==> src/rtl/atcw_pkg.sv <==
// ----------------------------------------------------------------------------
// atcw_pkg
// Types and constants shared by the text cell writer modules.
// ----------------------------------------------------------------------------
package atcw_pkg;

  localparam logic [1:0] KIND_WRITE = 2'd0;
  localparam logic [1:0] KIND_CLEAR = 2'd1;
  localparam logic [1:0] KIND_END   = 2'd2;

  localparam logic [1:0] REG_COLUMNS = 2'd0;
  localparam logic [1:0] REG_ROWS    = 2'd1;
  localparam logic [1:0] REG_DEFAULT = 2'd2;
  localparam logic [1:0] REG_BG      = 2'd3;

  localparam logic [7:0] BYTE_ESC  = 8'h1B;
  localparam logic [7:0] BYTE_LB   = 8'h5B;
  localparam logic [7:0] BYTE_M    = 8'h6D;
  localparam logic [7:0] BYTE_SEMI = 8'h3B;
  localparam logic [7:0] BYTE_ZERO = 8'h30;
  localparam logic [7:0] BYTE_NINE = 8'h39;
  localparam logic [7:0] BYTE_LF   = 8'h0A;
  localparam logic [7:0] BYTE_TAB  = 8'h09;
  localparam logic [7:0] BYTE_CR   = 8'h0D;
  localparam logic [7:0] BYTE_BS   = 8'h08;

  localparam logic [5:0] CODE_LO  = 6'd30;
  localparam logic [5:0] CODE_HI  = 6'd37;
  localparam logic [5:0] CODE_SAT = 6'd63;

  // Front-to-back command opcodes
  typedef enum logic [1:0] {
    OP_TEXT,   // run text rules on the byte
    OP_COLOR,  // load text color
    OP_END,    // string end: optional replay, then report
    OP_START   // reposition only
  } op_t;

  typedef struct packed {
    op_t        op;
    logic [7:0] data;        // text byte
    logic [31:0] color;
    logic       first;
    logic [7:0] start_x;
    logic [7:0] start_y;
    logic       replay;      // OP_END: replay hold buffer
    logic [5:0] replay_cnt;
    logic       trunc;
    logic       last;        // last command from this item
  } cmd_t;

  typedef enum logic [1:0] {
    BK_IDLE,
    BK_READ,
    BK_REPLAY,
    BK_REPORT
  } bk_state_t;

  function automatic logic [31:0] vga_color(input logic [2:0] idx);
    case (idx)
      3'd0: vga_color = 32'hFF000000;
      3'd1: vga_color = 32'hFF0000AA;
      3'd2: vga_color = 32'hFF00AA00;
      3'd3: vga_color = 32'hFF0055AA;
      3'd4: vga_color = 32'hFFAA0000;
      3'd5: vga_color = 32'hFFAA00AA;
      3'd6: vga_color = 32'hFFAAAA00;
      default: vga_color = 32'hFFAAAAAA;
    endcase
  endfunction

endpackage

==> src/rtl/ansi_text_cell_writer_unit.sv <==
// One item per cycle while results are popped and no string end is pending;
// a write is registered in the cycle after its item is accepted. A string
// end, sent after any text of its item, holds the input until the report is
// issued. A pending escape sequence at string end replays the hold buffer (RAM
// read, then write, per held byte) before the report. Synchronous reset loads
// default cursor, escape state, text color and registers; hold RAM is kept.
module ansi_text_cell_writer_unit
  import atcw_pkg::*;
#(
  parameter int MAX_COLUMNS    = 256,
  parameter int MAX_ROWS       = 256,
  parameter int ESC_HOLD_DEPTH = 32,
  parameter int TAB_WIDTH      = 4
) (
  input  logic        clk,
  input  logic        rst,
  input  logic        push,
  output logic        full,
  input  logic [7:0]  char_code,
  input  logic        first_of_string,
  input  logic [7:0]  start_x,
  input  logic [7:0]  start_y,
  input  logic        last_of_string,
  output logic        empty,
  input  logic        pop,
  output logic [1:0]  kind,
  output logic [7:0]  cell_x,
  output logic [7:0]  cell_y,
  output logic [15:0] glyph,
  output logic [31:0] fg_color,
  output logic [31:0] bg_color,
  output logic        replay_truncated,
  output logic        last_of_run,
  input  logic        cfg_we,
  input  logic [1:0]  cfg_index,
  input  logic [31:0] cfg_data
);

  localparam int AW = $clog2(ESC_HOLD_DEPTH);

  logic [8:0]  columns, rows;
  logic [31:0] background_color;
  logic        in_ready, cmd_valid, cmd_ready, res_valid;
  cmd_t        cmd;
  logic        hold_we, replay_busy;
  logic [AW-1:0] hold_waddr, hold_raddr;
  logic [7:0]  hold_wdata, hold_rdata;

  assign full  = !in_ready;
  assign empty = !res_valid;

  always_ff @(posedge clk) begin
    if (rst) begin
      columns <= 9'd80; rows <= 9'd25; background_color <= 32'hFF000000;
    end else if (cfg_we) begin
      case (cfg_index)
        REG_COLUMNS: columns <= cfg_data[8:0];
        REG_ROWS:    rows <= cfg_data[8:0];
        REG_BG:      background_color <= cfg_data;
        default: ;
      endcase
    end
  end

  atcw_front #(.HOLD_DEPTH(ESC_HOLD_DEPTH)) u_front (
    .clk, .rst, .in_valid(push), .in_ready, .char_code, .first_of_string,
    .start_x, .start_y, .last_of_string, .cmd_valid, .cmd_ready, .cmd,
    .hold_we, .hold_waddr, .hold_wdata, .replay_busy
  );

  atcw_ram #(.WIDTH(8), .DEPTH(ESC_HOLD_DEPTH)) u_hold (
    .clk, .we(hold_we), .waddr(hold_waddr), .wdata(hold_wdata),
    .raddr(hold_raddr), .rdata(hold_rdata)
  );

  atcw_back #(
    .MAX_COLUMNS(MAX_COLUMNS), .MAX_ROWS(MAX_ROWS),
    .HOLD_DEPTH(ESC_HOLD_DEPTH), .TAB_WIDTH(TAB_WIDTH)
  ) u_back (
    .clk, .rst, .cmd_valid, .cmd_ready, .cmd, .columns, .rows,
    .color_load(cfg_we && cfg_index == REG_DEFAULT), .color_value(cfg_data),
    .background_color, .hold_raddr, .hold_rdata, .replay_busy,
    .res_valid, .res_ready(pop), .kind, .cell_x, .cell_y, .glyph,
    .fg_color, .bg_color, .replay_truncated, .last_of_run
  );

endmodule

==> src/rtl/atcw_ram.sv <==
// ----------------------------------------------------------------------------
// atcw_ram
// Generic single write port RAM with one registered read port.
// ----------------------------------------------------------------------------
module atcw_ram #(
  parameter int WIDTH = 8,
  parameter int DEPTH = 32
) (
  input  logic                     clk,
  input  logic                     we,
  input  logic [$clog2(DEPTH)-1:0] waddr,
  input  logic [WIDTH-1:0]         wdata,
  input  logic [$clog2(DEPTH)-1:0] raddr,
  output logic [WIDTH-1:0]         rdata
);

  logic [WIDTH-1:0] mem [DEPTH];

  always_ff @(posedge clk) begin
    if (we) begin
      mem[waddr] <= wdata;
    end
    rdata <= mem[raddr];
  end

endmodule

==> src/rtl/atcw_front.sv <==
// ----------------------------------------------------------------------------
// atcw_front
// Escape parser: folds SGR sequences, fills the hold buffer, and issues
// commands for the back end.
// ----------------------------------------------------------------------------
module atcw_front
  import atcw_pkg::*;
#(
  parameter int HOLD_DEPTH = 32
) (
  input  logic                          clk,
  input  logic                          rst,
  input  logic                          in_valid,
  output logic                          in_ready,
  input  logic [7:0]                    char_code,
  input  logic                          first_of_string,
  input  logic [7:0]                    start_x,
  input  logic [7:0]                    start_y,
  input  logic                          last_of_string,
  output logic                          cmd_valid,
  input  logic                          cmd_ready,
  output cmd_t                          cmd,
  output logic                          hold_we,
  output logic [$clog2(HOLD_DEPTH)-1:0] hold_waddr,
  output logic [7:0]                    hold_wdata,
  input  logic                          replay_busy
);

  localparam int CW = $clog2(HOLD_DEPTH + 1);

  logic [1:0]    phase, phase_next;
  logic          semi, semi_next;
  logic [5:0]    code, code_next;
  logic          digits, digits_next;
  logic          bad, bad_next;
  logic [CW-1:0] held, held_next;
  logic          ovf, ovf_next;

  // second command of an item (end after text) waits here
  logic          pend;
  cmd_t          pend_cmd;

  logic          take;
  logic [1:0]    ph;
  logic          sm, dg, bd, ov;
  logic [5:0]    cd;
  logic [CW-1:0] hc;
  logic          want_a, want_b;
  cmd_t          cmd_a, cmd_b;
  logic [9:0]    mul;
  logic [5:0]    code_m30;

  // replay reads the hold buffer, so stall new items until it is done
  assign in_ready = !pend && cmd_ready && !replay_busy;
  assign take     = in_valid && in_ready;

  always_comb begin
    ph = first_of_string ? 2'd0 : phase;
    sm = first_of_string ? 1'b0 : semi;
    cd = first_of_string ? '0 : code;
    dg = first_of_string ? 1'b0 : digits;
    bd = first_of_string ? 1'b0 : bad;
    hc = first_of_string ? '0 : held;
    ov = first_of_string ? 1'b0 : ovf;
    phase_next = ph; semi_next = sm; code_next = cd; digits_next = dg;
    bad_next = bd; held_next = hc; ovf_next = ov;
    hold_we = 1'b0;
    hold_waddr = hc[$clog2(HOLD_DEPTH)-1:0];
    hold_wdata = char_code;
    mul = {4'd0, cd} * 10'd10 + {6'd0, char_code[3:0]};
    code_m30 = cd - CODE_LO;
    want_a = 1'b0;
    cmd_a = '0;
    cmd_a.first = first_of_string;
    cmd_a.start_x = start_x;
    cmd_a.start_y = start_y;
    cmd_a.data = char_code;
    cmd_a.op = OP_TEXT;
    case (ph)
      2'd2: begin
        if (char_code == BYTE_M) begin
          if (dg && !bd && cd >= CODE_LO && cd <= CODE_HI) begin
            want_a = 1'b1;
            cmd_a.op = OP_COLOR;
            cmd_a.color = vga_color(code_m30[2:0]);
          end
          phase_next = 2'd0; semi_next = 1'b0; code_next = '0;
          digits_next = 1'b0; bad_next = 1'b0; held_next = '0; ovf_next = 1'b0;
        end else begin
          if (hc < CW'(HOLD_DEPTH)) begin
            hold_we = take;
            held_next = hc + 1'b1;
          end else begin
            ovf_next = 1'b1;
          end
          if (char_code == BYTE_SEMI && !sm) begin
            semi_next = 1'b1; code_next = '0; digits_next = 1'b0; bad_next = 1'b0;
          end else if (char_code >= BYTE_ZERO && char_code <= BYTE_NINE) begin
            code_next = (mul > 10'd63) ? CODE_SAT : mul[5:0];
            digits_next = 1'b1;
          end else begin
            bad_next = 1'b1;
          end
        end
      end
      2'd1: begin
        if (char_code == BYTE_LB) begin
          phase_next = 2'd2; semi_next = 1'b0; code_next = '0;
          digits_next = 1'b0; bad_next = 1'b0; held_next = '0; ovf_next = 1'b0;
        end else if (char_code != BYTE_ESC) begin
          phase_next = 2'd0;
          want_a = 1'b1;
        end
      end
      default: begin
        if (char_code == BYTE_ESC) begin
          phase_next = 2'd1;
        end else begin
          want_a = 1'b1;
        end
      end
    endcase
    // a start position still has to reach the cursor
    if (!want_a && first_of_string) begin
      want_a = 1'b1;
      cmd_a.op = OP_START;
    end
    want_b = last_of_string;
    cmd_b = '0;
    cmd_b.op = OP_END;
    cmd_b.replay = (phase_next == 2'd2);
    cmd_b.replay_cnt = 6'(held_next);
    cmd_b.trunc = (phase_next == 2'd2) && ovf_next;
    cmd_b.last = 1'b1;
    cmd_a.last = !want_b;
    if (last_of_string) begin
      phase_next = 2'd0; semi_next = 1'b0; code_next = '0;
      digits_next = 1'b0; bad_next = 1'b0; held_next = '0; ovf_next = 1'b0;
    end
    if (!want_a && want_b) begin
      cmd_a = cmd_b;
    end
    if (pend) begin
      cmd = pend_cmd;
      cmd_valid = 1'b1;
    end else begin
      cmd = cmd_a;
      cmd_valid = take && (want_a || want_b);
    end
  end

  always_ff @(posedge clk) begin
    if (rst) begin
      phase <= 2'd0; semi <= 1'b0; code <= '0; digits <= 1'b0;
      bad <= 1'b0; held <= '0; ovf <= 1'b0; pend <= 1'b0;
    end else begin
      if (take) begin
        phase <= phase_next; semi <= semi_next; code <= code_next;
        digits <= digits_next; bad <= bad_next; held <= held_next; ovf <= ovf_next;
        pend <= want_a && want_b;
      end else if (pend && cmd_ready) begin
        pend <= 1'b0;
      end
    end
  end

  always_ff @(posedge clk) begin
    if (take) begin
      pend_cmd <= cmd_b;
    end
  end

  assert property (@(posedge clk) disable iff (rst) pend |-> !in_ready)
    else $error("item taken while a command is pending");
  assert property (@(posedge clk) disable iff (rst) held <= CW'(HOLD_DEPTH))
    else $error("hold count past depth");
  assert property (@(posedge clk) disable iff (rst)
    take && last_of_string |=> phase == 2'd0)
    else $error("escape state kept past string end");

endmodule

==> src/rtl/atcw_back.sv <==
// ----------------------------------------------------------------------------
// atcw_back
// Cursor engine: executes commands, replays held bytes, emits cell writes.
// ----------------------------------------------------------------------------
module atcw_back
  import atcw_pkg::*;
#(
  parameter int MAX_COLUMNS = 256,
  parameter int MAX_ROWS    = 256,
  parameter int HOLD_DEPTH  = 32,
  parameter int TAB_WIDTH   = 4
) (
  input  logic                          clk,
  input  logic                          rst,
  input  logic                          cmd_valid,
  output logic                          cmd_ready,
  input  cmd_t                          cmd,
  input  logic [8:0]                    columns,
  input  logic [8:0]                    rows,
  input  logic                          color_load,
  input  logic [31:0]                   color_value,
  input  logic [31:0]                   background_color,
  output logic [$clog2(HOLD_DEPTH)-1:0] hold_raddr,
  input  logic [7:0]                    hold_rdata,
  output logic                          replay_busy,
  output logic                          res_valid,
  input  logic                          res_ready,
  output logic [1:0]                    kind,
  output logic [7:0]                    cell_x,
  output logic [7:0]                    cell_y,
  output logic [15:0]                   glyph,
  output logic [31:0]                   fg_color,
  output logic [31:0]                   bg_color,
  output logic                          replay_truncated,
  output logic                          last_of_run
);

  localparam int AW = $clog2(HOLD_DEPTH);
  localparam int CLIM = (MAX_COLUMNS < 256) ? MAX_COLUMNS : 256;
  localparam int RLIM = (MAX_ROWS < 256) ? MAX_ROWS : 256;

  bk_state_t     state, state_next;
  logic [7:0]    cx, cy, bcol;
  logic [31:0]   tcolor;
  logic [5:0]    rcnt, ridx;
  logic          aesc, trunc;
  logic [8:0]    cols, rws;

  // text engine
  logic          t_go;
  logic [7:0]    t_byte;
  logic [7:0]    tx, ty, bx;
  logic [7:0]    nx, ny;
  logic          t_emit;
  logic [1:0]    t_kind;
  logic [7:0]    t_ex;
  logic          t_last;
  logic          out_free;
  logic          do_cmd, rep_step, rep_use;

  assign cols = (columns > 9'(CLIM)) ? 9'(CLIM) : columns;
  assign rws  = (rows > 9'(RLIM)) ? 9'(RLIM) : rows;
  assign out_free = !res_valid || res_ready;
  assign cmd_ready = (state == BK_IDLE) && out_free;
  assign replay_busy = (state != BK_IDLE);
  assign do_cmd = cmd_valid && cmd_ready;
  assign hold_raddr = ridx[AW-1:0];
  assign rep_step = (state == BK_REPLAY) && out_free;
  // skip '[' after ESC and the ESC itself
  assign rep_use = !(aesc && hold_rdata == BYTE_LB) && hold_rdata != BYTE_ESC;

  always_comb begin
    state_next = state;
    case (state)
      BK_IDLE: begin
        if (do_cmd && cmd.op == OP_END) begin
          state_next = (cmd.replay && cmd.replay_cnt != 0) ? BK_READ : BK_REPORT;
        end
      end
      BK_READ:   state_next = BK_REPLAY;
      BK_REPLAY: begin
        if (rep_step) begin
          state_next = (ridx + 6'd1 == rcnt) ? BK_REPORT : BK_READ;
        end
      end
      BK_REPORT: if (out_free) state_next = BK_IDLE;
      default:   state_next = BK_IDLE;
    endcase
  end

  always_comb begin
    tx = (do_cmd && cmd.first) ? cmd.start_x : cx;
    ty = (do_cmd && cmd.first) ? cmd.start_y : cy;
    bx = (do_cmd && cmd.first) ? cmd.start_x : bcol;
    t_go = (do_cmd && cmd.op == OP_TEXT) || (rep_step && rep_use);
    t_byte = (state == BK_REPLAY) ? hold_rdata : cmd.data;
    t_last = (state == BK_REPLAY) ? 1'b0 : cmd.last;
    nx = tx; ny = ty;
    t_emit = 1'b0; t_kind = KIND_WRITE; t_ex = tx;
    case (t_byte)
      BYTE_LF:  if ({1'b0, ty} + 9'd1 < rws) ny = ty + 8'd1;
      BYTE_TAB: if ({1'b0, tx} + 9'(TAB_WIDTH) < cols) nx = tx + 8'(TAB_WIDTH);
      BYTE_CR:  nx = bx;
      BYTE_BS: begin
        if (tx > bx) begin
          nx = tx - 8'd1; t_emit = 1'b1; t_kind = KIND_CLEAR; t_ex = tx - 8'd1;
        end
      end
      default: begin
        t_emit = 1'b1;
        if ({1'b0, tx} + 9'd1 < cols) begin
          nx = tx + 8'd1;
        end else if ({1'b0, ty} + 9'd1 < rws) begin
          ny = ty + 8'd1; nx = bx;
        end
      end
    endcase
  end

  always_ff @(posedge clk) begin
    if (rst) begin
      state <= BK_IDLE;
      cx <= '0; cy <= '0; bcol <= '0;
      tcolor <= 32'hFFFFFFFF;
      res_valid <= 1'b0;
      ridx <= '0; rcnt <= '0; aesc <= 1'b0; trunc <= 1'b0;
    end else begin
      state <= state_next;
      if (color_load) begin
        tcolor <= color_value;
      end else if (do_cmd && cmd.op == OP_COLOR) begin
        tcolor <= cmd.color;
      end
      if (t_go) begin
        cx <= nx; cy <= ny;
      end else if (do_cmd && cmd.first) begin
        cx <= cmd.start_x; cy <= cmd.start_y;
      end
      if (do_cmd && cmd.first) bcol <= cmd.start_x;
      if (do_cmd && cmd.op == OP_END) begin
        rcnt <= cmd.replay_cnt; ridx <= '0; aesc <= 1'b0; trunc <= cmd.trunc;
      end else if (rep_step) begin
        ridx <= ridx + 6'd1;
        aesc <= (hold_rdata == BYTE_ESC) && !(aesc && hold_rdata == BYTE_LB);
      end
      if ((t_go && t_emit) || (state == BK_REPORT && out_free)) begin
        res_valid <= 1'b1;
      end else if (res_ready) begin
        res_valid <= 1'b0;
      end
    end
  end

  // result register payload
  always_ff @(posedge clk) begin
    if (state == BK_REPORT && out_free) begin
      kind <= KIND_END; cell_x <= cx; cell_y <= cy; glyph <= '0;
      fg_color <= '0; bg_color <= '0; replay_truncated <= trunc; last_of_run <= 1'b1;
    end else if (t_go && t_emit) begin
      kind <= t_kind; cell_x <= t_ex; cell_y <= ty;
      glyph <= (t_kind == KIND_WRITE) ? {{8{t_byte[7]}}, t_byte} : 16'd0;
      fg_color <= (t_kind == KIND_WRITE) ? tcolor : 32'd0;
      bg_color <= (t_kind == KIND_WRITE) ? background_color : 32'd0;
      replay_truncated <= 1'b0;
      last_of_run <= t_last;
    end
  end

  assert property (@(posedge clk) disable iff (rst)
    res_valid && !res_ready |=> res_valid)
    else $error("result dropped while stalled");
  assert property (@(posedge clk) disable iff (rst)
    state == BK_REPLAY |-> ridx < rcnt)
    else $error("replay index past count");
  assert property (@(posedge clk) disable iff (rst)
    cmd_ready |-> state == BK_IDLE)
    else $error("command taken during replay");

endmodule

==> config.mk <==
export PLATFORM = sky130hd
export DESIGN_NAME = ansi_text_cell_writer_unit
export DESIGN_NICKNAME = d
export VERILOG_FILES = /design/src/rtl/atcw_pkg.sv /design/src/rtl/ansi_text_cell_writer_unit.sv /design/src/rtl/atcw_ram.sv /design/src/rtl/atcw_front.sv /design/src/rtl/atcw_back.sv
export SDC_FILE = /design/constraint.sdc
export NUM_CORES = 1
export LEC_CHECK = 0
export BUFFER_PORTS_ARGS = -buffer_cell sky130_fd_sc_hd__buf_2
export CORE_AREA = 3 3 239 182
export CTS_CLUSTER_SIZE = 8
export DETAILED_ROUTE_END_ITERATION = 8
export DIE_AREA = 0 0 242 185
export PLACE_DENSITY = 0.76
export SYNTH_ARGS = -nofsm -noshare
export SYNTH_HDL_FRONTEND = slang
export SYNTH_SLANG_ARGS = --single-unit
==> constraint.sdc <==
create_clock -name clk -period 4.5 [get_ports clk]
set_input_delay 0.225 -clock clk [delete_from_list [all_inputs] [get_ports clk]]
set_output_delay 0.225 -clock clk [all_outputs]
set_load 0.02 [all_outputs]
### Word-level counts from Yosys, hierarchy flattened

Memory sizes are Yosys's and may differ from the RTL's. A register that Yosys moved wholly into a read port is not among the register bits.
Cells that the tools add are included.

| word-level totals | value |
|---|---|
| bits in writable memories | 256 |
| memories kept | 1 |
| output and inout port bits | 102 |
| input port bits | 65 |
| word-level logic and storage cells | 264 |
| register bits after elaboration | 250 |

Memory list:

| memory | depth | bits a word | read ports | clocked after memory_dff | wr ports | RTL line | RTL |
|---|---|---|---|---|---|---|---|
| u_hold.mem | 32 | 8 | 1 | 1 | 1 | atcw_ram.sv:17 | `logic [WIDTH-1:0] mem [DEPTH];` |

| operators by class | value |
|---|---|
| magnitude comparators | 12 |
| mux-type cells | 113 |
| $mul | 1 |
| reduce and logical (&&, ||, !) cells | 61 |
| equality and inequality tests | 33 |
| $add $sub $neg | 11 |

Operators by type and width:

| cell | count |
|---|---|
| $mux W32 | 7 |
| $pmux W24 S7 | 1 |
| $mux W68 | 2 |
| $mux W8 | 17 |
| $mux W6 | 12 |
| $mux W1 | 44 |
| $eq A8 B4 Y1 const B | 4 |
| $pmux W8 S4 | 1 |
| $mux W2 | 15 |
| $logic_and A1 B1 Y1 | 29 |
| $lt A9 B9 Y1 | 3 |
| $eq A8 B7 Y1 const B | 3 |
| $pmux W6 S2 | 2 |
| $add A8 B1 Y9 const B | 2 |
| $gt A9 B9 Y1 const B | 2 |
| $mux W9 | 2 |
| $add A8 B1 Y8 const B | 2 |
| $eq A8 B5 Y1 const B | 2 |
| $mux W16 | 1 |
| $ne A8 B5 Y1 const B | 2 |
| $pmux W8 S2 | 1 |
| $eq A2 B2 Y1 const B | 7 |
| $add A6 B1 Y6 const B | 2 |
| $pmux W1 S2 | 6 |
| 33 further kinds | 62 |

### Logic depth before layout (Yosys ltp)

| depth | value |
|---|---|
| depth after elaboration | 23 |
| mapped depth | 21 |
| mapped depth without buffers | 17 |

### Cells and area by module

From an unflattened synthesis, not the netlist that was laid out.

| second synthesis, totals | value |
|---|---|
| cell total of the unflattened synthesis | 1,899 |
| area, all modules | 23,456.2 sq um |

Modules (own cells, without submodules):

| module | instances | cells an instance | area an instance (sq um) |
|---|---|---|---|
| atcw_ram | 1 | 417 | 10,053.4 |
| atcw_back | 1 | 953 | 8,738.4 |
| atcw_front | 1 | 320 | 2,542.4 |
| ansi_text_cell_writer_unit | 1 | 209 | 2,122.0 |

### Worst setup path after synthesis

OpenSTA, ideal clock, no wires.

| timing path | value |
|---|---|
| path type | register to register |
| start | register u_back.state[1] |
| end | register u_back.cy[4] |
| library setup time | 0.121 ns |
| path buffers | 4 |
| arrival | 4.488 ns |
| slack | -0.109 ns |
| required time | 4.379 ns |
| cell stages (with the launch flop) | 21 |
| period minus slack after synthesis | 4.609 ns |
| cell sequence | dfxtp_1 > buf_6 > or2_1 > buf_6 > nor3_4 > buf_6 > mux2_2 > ha_1 > a21boi_0 > or4b_1 > xnor2_1 > ha_1 > and3_1 > a221oi_1 > o21a_1 > o31ai_4 > nor2_1 > clkbuf_1 > nand4_1 > o21ai_0 > mux2_2 |

| between the ends | value |
|---|---|
| cells in the longest elaborated chain, start to end | 16 |
| elaborated cells between the ends (all ways) | 33 |

Ends and longest elaborated chain:

| element | RTL line | RTL |
|---|---|---|
| start, declared | atcw_back.sv:42 | `bk_state_t state, state_next;` |
| start signal, assigned | atcw_back.sv:128 | `state <= state_next;` |
| $logic_not A2 Y1 | atcw_back.sv:64 | `assign cmd_ready = (state == BK_IDLE) && out_free;` |
| $logic_and A1 B1 Y1 | atcw_back.sv:64 |  |
| $logic_and A1 B1 Y1 (2 in series) | atcw_front.sv:54 | `assign in_ready = !pend && cmd_ready && !replay_busy;` |
| $logic_and A1 B1 Y1 | atcw_front.sv:55 | `assign take = in_valid && in_ready;` |
| $logic_and A1 B1 Y1 | atcw_front.sv:148 | `cmd_valid = take && (want_a \|\| want_b);` |
| $mux W1 | atcw_front.sv:143 | `if (pend) begin` |
| $logic_and A1 B1 Y1 | atcw_back.sv:66 | `assign do_cmd = cmd_valid && cmd_ready;` |
| $logic_and A1 B1 Y1 | atcw_back.sv:92, atcw_back.sv:93, atcw_back.sv:136 |  |
| $mux W8 | n/a |  |
| $add A8 B1 Y9 | atcw_back.sv:101, atcw_back.sv:113 |  |
| $lt A9 B9 Y1 | atcw_back.sv:101, atcw_back.sv:113 |  |
| $mux W8 | atcw_back.sv:101, atcw_back.sv:113 |  |
| $mux W8 | atcw_back.sv:111 | `if ({1'b0, tx} + 9'd1 < cols) begin` |
| $pmux W8 S2 | atcw_back.sv:100 | `case (t_byte)` |
| $mux W8 * | atcw_back.sv:134 | `if (t_go) begin` |
| end signal, assigned | atcw_back.sv:135 | `cx <= nx; cy <= ny;` |
| end signal, assigned | atcw_back.sv:137 | `cx <= cmd.start_x; cy <= cmd.start_y;` |
| end, declared | atcw_back.sv:43 | `logic [7:0] cx, cy, bcol;` |

Mark *: on every way between the ends. The rest lies on a longest branch, timed or not.
A chain may end at the register's enable or synchronous reset.

### Final worst setup path

| timing path | value |
|---|---|
| start | register u_back.state[1] |
| end | register u_back.cx[3] |

| between the ends | value |
|---|---|
| cells in the longest elaborated chain, start to end | 16 |
| elaborated cells between the ends (all ways) | 40 |

Ends and longest elaborated chain:

| element | RTL line | RTL |
|---|---|---|
| $logic_not A2 Y1 | atcw_back.sv:64 |  |
| $logic_and A1 B1 Y1 | atcw_back.sv:64 |  |
| $logic_and A1 B1 Y1 (2 in series) | atcw_front.sv:54 |  |
| $logic_and A1 B1 Y1 | atcw_front.sv:55 |  |
| $logic_and A1 B1 Y1 | atcw_front.sv:148 |  |
| $mux W1 | atcw_front.sv:143 |  |
| $logic_and A1 B1 Y1 | atcw_back.sv:66 |  |
| $logic_and A1 B1 Y1 | n/a |  |
| $mux W8 | n/a |  |
| $add A8 B1 Y9 | atcw_back.sv:113 | `end else if ({1'b0, ty} + 9'd1 < rws) begin` |
| $lt A9 B9 Y1 | atcw_back.sv:113 |  |
| $mux W8 | atcw_back.sv:113 |  |
| $mux W8 | atcw_back.sv:111 |  |
| $pmux W8 S4 | atcw_back.sv:100 |  |
| $mux W8 * | atcw_back.sv:134 |  |
| end signal, assigned | atcw_back.sv:135 |  |
| end signal, assigned | atcw_back.sv:137 |  |
| end, declared | atcw_back.sv:43 |  |

Marked as above.

==> summary.md <==
| Metric | Value |
|---|---|
| Multi-input gate area | `9138 µm²` |
| Core area | `41,000 µm²` |
| Drt via density | `6.334` |
| P&R area growth vs syn | `18.65%` |
| Final core area utilization | `65.71%` |
| Critical path data required time | `4.97 ns` |
| Startpoint Class | `flip-flop` |
| First-pass GRT wire length | `98.10 mm` |
| CTS root buf | `clkbuf_16` |
| Initial antenna violation count | `1` |
| PD cells | `549.2 nW/µm²` |
| FF+latch count, synth | `506` |
| Crit end category | `flip-flop` |
| Fmax | `231.9 MHz` |
| Reg area | `12,950 µm²` |
| Routed Antenna Nets | `0` |
| Yosys warning count | `0` |
| Syn Nets | `1,922` |
| Fin nets | `2,160` |
| Post-synth EDFFs | `281` |
| Grt total ovfl | `0` |
| CP Class | `flip-flop to flip-flop` |
| Gr usage total | `28.48%` |
| Worst-Margin Slew | `1.058 ns` |
| Die Wd | `242 µm` |
| Vias in the first global route | `16,240` |
| Ports | `167` |
| Syn Area/Cell | `12.61 µm²` |
| Final period utilization | `95.84%` |
| TritonCTS buffer count | `73` |
| IO Port Bufs | `166` |
| Layout Skew | `0.01935 ns` |
| Starting Density | `55.38%` |
| Predominant post-synthesis flop cell | `edfxtp_1` |
| Via count | `16,750` |
| Clock buffer depth | `3` |
| Period minus WS final | `4.313 ns` |
| Die Ht | `185 µm` |
| Post-DP HPWL | `42.70 mm` |
| Gate Count Post-Synth | `1,801` |
| Outcome | `finished clean` |
| Row count | `64` |
| Worst vdd ir | `421.4 µV` |
| Synth Cell Area | `22,710 µm²` |
| Slew HR | `29.48%` |
| Detailed Route Iter0 Violations | `1,876` |
| Unique masters post-synth | `95` |
| Final WL | `64.68 mm` |
| Slew Limit Fails | `0` |
| DP Area | `24,330 µm²` |
| Gpl congestion | `0.9562` |
| Asr flop ratio synth | `0%` |
| Setup Viol. Count Final | `0` |
| Max-Cap Viols | `0` |
| Worst-skew pair later-pin latency | `0.60 ns` |
| Num Clock Sinks | `506` |
| # DRC | `0` |
| CP arrival | `4.79 ns` |
| Min-Delay Path Class | `input port to flip-flop` |
| CTS tree | `yes` |
| Largest net degree at the start of global routing | `94` |
| Pleak | `0.009790 µW` |
| Sequential share of the synthesized area | `57.00%` |
| Htree depth | `3` |
| DRT Pass-1 Iters | `8` |
| CP Max Fanout | `8` |
| Final Hold Viols | `0` |
| Post-Place Cells | `2,487` |
| Layout cell share with drive strength beyond 1 | `23.25%` |
| RSZ-0062 raised after global routing | `true` |
| Clk slew on worst S/H paths | `0.05 ns` |
| Non-Filler Instances | `2,644` |
| Die Footprint | `44,770 µm²` |
| Design Area, Final | `26,940 µm²` |
| Layout fillers | `3,001` |
| Post-DR wirelength/cell | `24.46 µm` |
-- layer usage --
metal | share of wire (%) | global-route usage [%] | vias to the layer above
met3 | 11 | 8.220 | 138
met5 | 0 | 0 | -
li1 | - | - | 7395
met4 | 2.7 | 8.578 | 0
met1 | 43 | 41.39 | 8271
met2 | 44 | 41.78 | 944
-- cell usage in the layout (no fill, tap or decap), drive strengths merged, types with 7 or more instances in the layout --
cell / n
edfxtp: 281
buf: 247
dfxtp: 225
nand2: 163
nor2: 149
clkbuf: 112
mux4: 80
a32o: 70
a21oi: 69
ha: 54
mux2i: 51
inv: 45
o21ai: 43
xnor2: 40
dlygate4sd3: 35
nand3: 31
a221o: 25
nor3: 25
mux2: 24
nor2b: 21
a22oi: 21
o22ai: 20
nand2b: 19
nand4: 17
nand3b: 14
nor4: 14
a21o: 13
and2: 10
a211oi: 9
a221oi: 9
o31ai: 9
a31oi: 8
clkinv: 8
and3: 7
a32oi: 7
xor2: 7
-- metrics by stage --
stage | setup slack (ns) | power (µW) | hold slack [ns] | TNS, ns
after global routing | -0.03833 | 15370 | 0.05093 | -0.09444
final | 0.1870 | 14800 | 0.04086 | 0
after CTS | 0.01643 | 14730 | 0.0003591 | 0
after detailed placement | 0.01111 | 9606 | 0.4488 | 0
after global placement | 0.1161 | 9539 | 0.4403 | 0
after floorplan | 0.02205 | 8304 | 0.3239 | 0
-- worst max-delay path: stages, from the launching register on --
cell	delay [ns]
dfxtp_1	0.31
or2_1	0.28
nor3_4	0.23
buf_4	0.18
buf_4	0.11
buf_4	0.17
mux2i_1	0.29
inv_2	0.06
ha_1	0.26
o21ai_2	0.18
xnor2_1	0.19
ha_1	0.27
a21o_1	0.16
a21o_1	0.17
a221o_1	0.44
nor2_2	0.18
mux2i_1	0.20
mux2i_1	0.09
a221oi_1	0.31
o31ai_1	0.11
-- cells in the mapped netlist (all sizes together) (6+ instances only) --
| library cell | number | area share, % |
|---|---|---|
| edfxtp | 281 | 37 |
| dfxtp | 225 | 20 |
| nand2 | 163 | 2.7 |
| nor2 | 149 | 2.5 |
| mux4 | 80 | 7.9 |
| a32o | 70 | 3.1 |
| a21oi | 69 | 1.5 |
| clkbuf | 64 | 1.1 |
| buf | 55 | 1.4 |
| ha | 54 | 3.0 |
| mux2i | 51 | 2.3 |
| inv | 43 | 0.71 |
| o21ai | 43 | 0.96 |
| xnor2 | 40 | 1.5 |
| nand3 | 31 | 0.68 |
| a221o | 25 | 1.1 |
| nor3 | 25 | 0.69 |
| mux2 | 24 | 1.2 |
| a22oi | 21 | 0.69 |
| nor2b | 21 | 0.58 |
| o22ai | 20 | 0.55 |
| nand2b | 19 | 0.52 |
| nand4 | 17 | 0.47 |
| nand3b | 14 | 0.46 |
| nor4 | 14 | 0.44 |
| a21o | 13 | 0.43 |
| and2 | 10 | 0.28 |
| a211oi | 9 | 0.30 |
| a221oi | 9 | 0.37 |
| o31ai | 9 | 0.46 |
| a31oi | 8 | 0.22 |
| a32oi | 7 | 0.27 |
| and3 | 7 | 0.19 |
| xor2 | 7 | 0.27 |
| a211o | 6 | 0.23 |
| o32ai | 6 | 0.26 |
| or3 | 6 | 0.17 |
-- flip-flops by register name, indices dropped and copies added (netlist names), 9 cells and up --
| signal | flops |
|---|---|
| u_back.fg_color | 32 |
| rows | 9 |
| u_hold.mem | 256 |
| columns | 9 |
| u_back.tcolor | 32 |
| u_back.bg_color | 32 |
| background_color | 32 |
-- cell type report --
type / count / area share, %
diodes: 1 / 0.009289
clock buffers: 112 / 7.482
clock inverters: 6 / 0.4737
inverters: 47 / 0.6548
multi-input cells: 1129 / 33.92
flip-flops and latches: 506 / 48.06
well taps: 561 / 2.605
repair buffers: 282 / 6.799
-- kinds of logic after synthesis --
kind of cell | after synthesis | synth area share (%)
AO/OA/AOI/OAI | 365 | 12.44
buffers and inverters | 166 | 3.284
adder cells (fa/ha/maj) | 56 | 3.152
flip-flops | 506 | 57.00
multiplexers | 155 | 11.41
AND/OR/NAND/NOR | 506 | 10.91
XOR/XNOR | 47 | 1.813
-- worst paths after layout --
path | startpoint | endpoint | slack, ns | cells past startpoint
setup reg to reg | u_back.state[1] | u_back.cx[3] | 0.19 | 19
setup / recovery | u_back.state[1] | u_back.cx[3] | 0.19 | 19
hold reg to reg | background_color[5] | background_color[5] | 0.46 | 2
hold / removal | start_x[0] | u_back.bcol[0] | 0.04 | 3
-- what timing repair did --
action,CTS,global route
gates resized for setup,1,20
hold buffers,35,0
endpoints found under the hold margin,83,0
setup endpoints to repair,1,17
buffers inserted,0,3
pin swaps,0,1
-- power by group --
part	switching [µW]	internal, µW	total, µW
Combinational	2460	1570	4020
Clock	2010	3090	5100
Sequential	313	5370	5680
No activity file was read; power rests on OpenSTA's default activity.
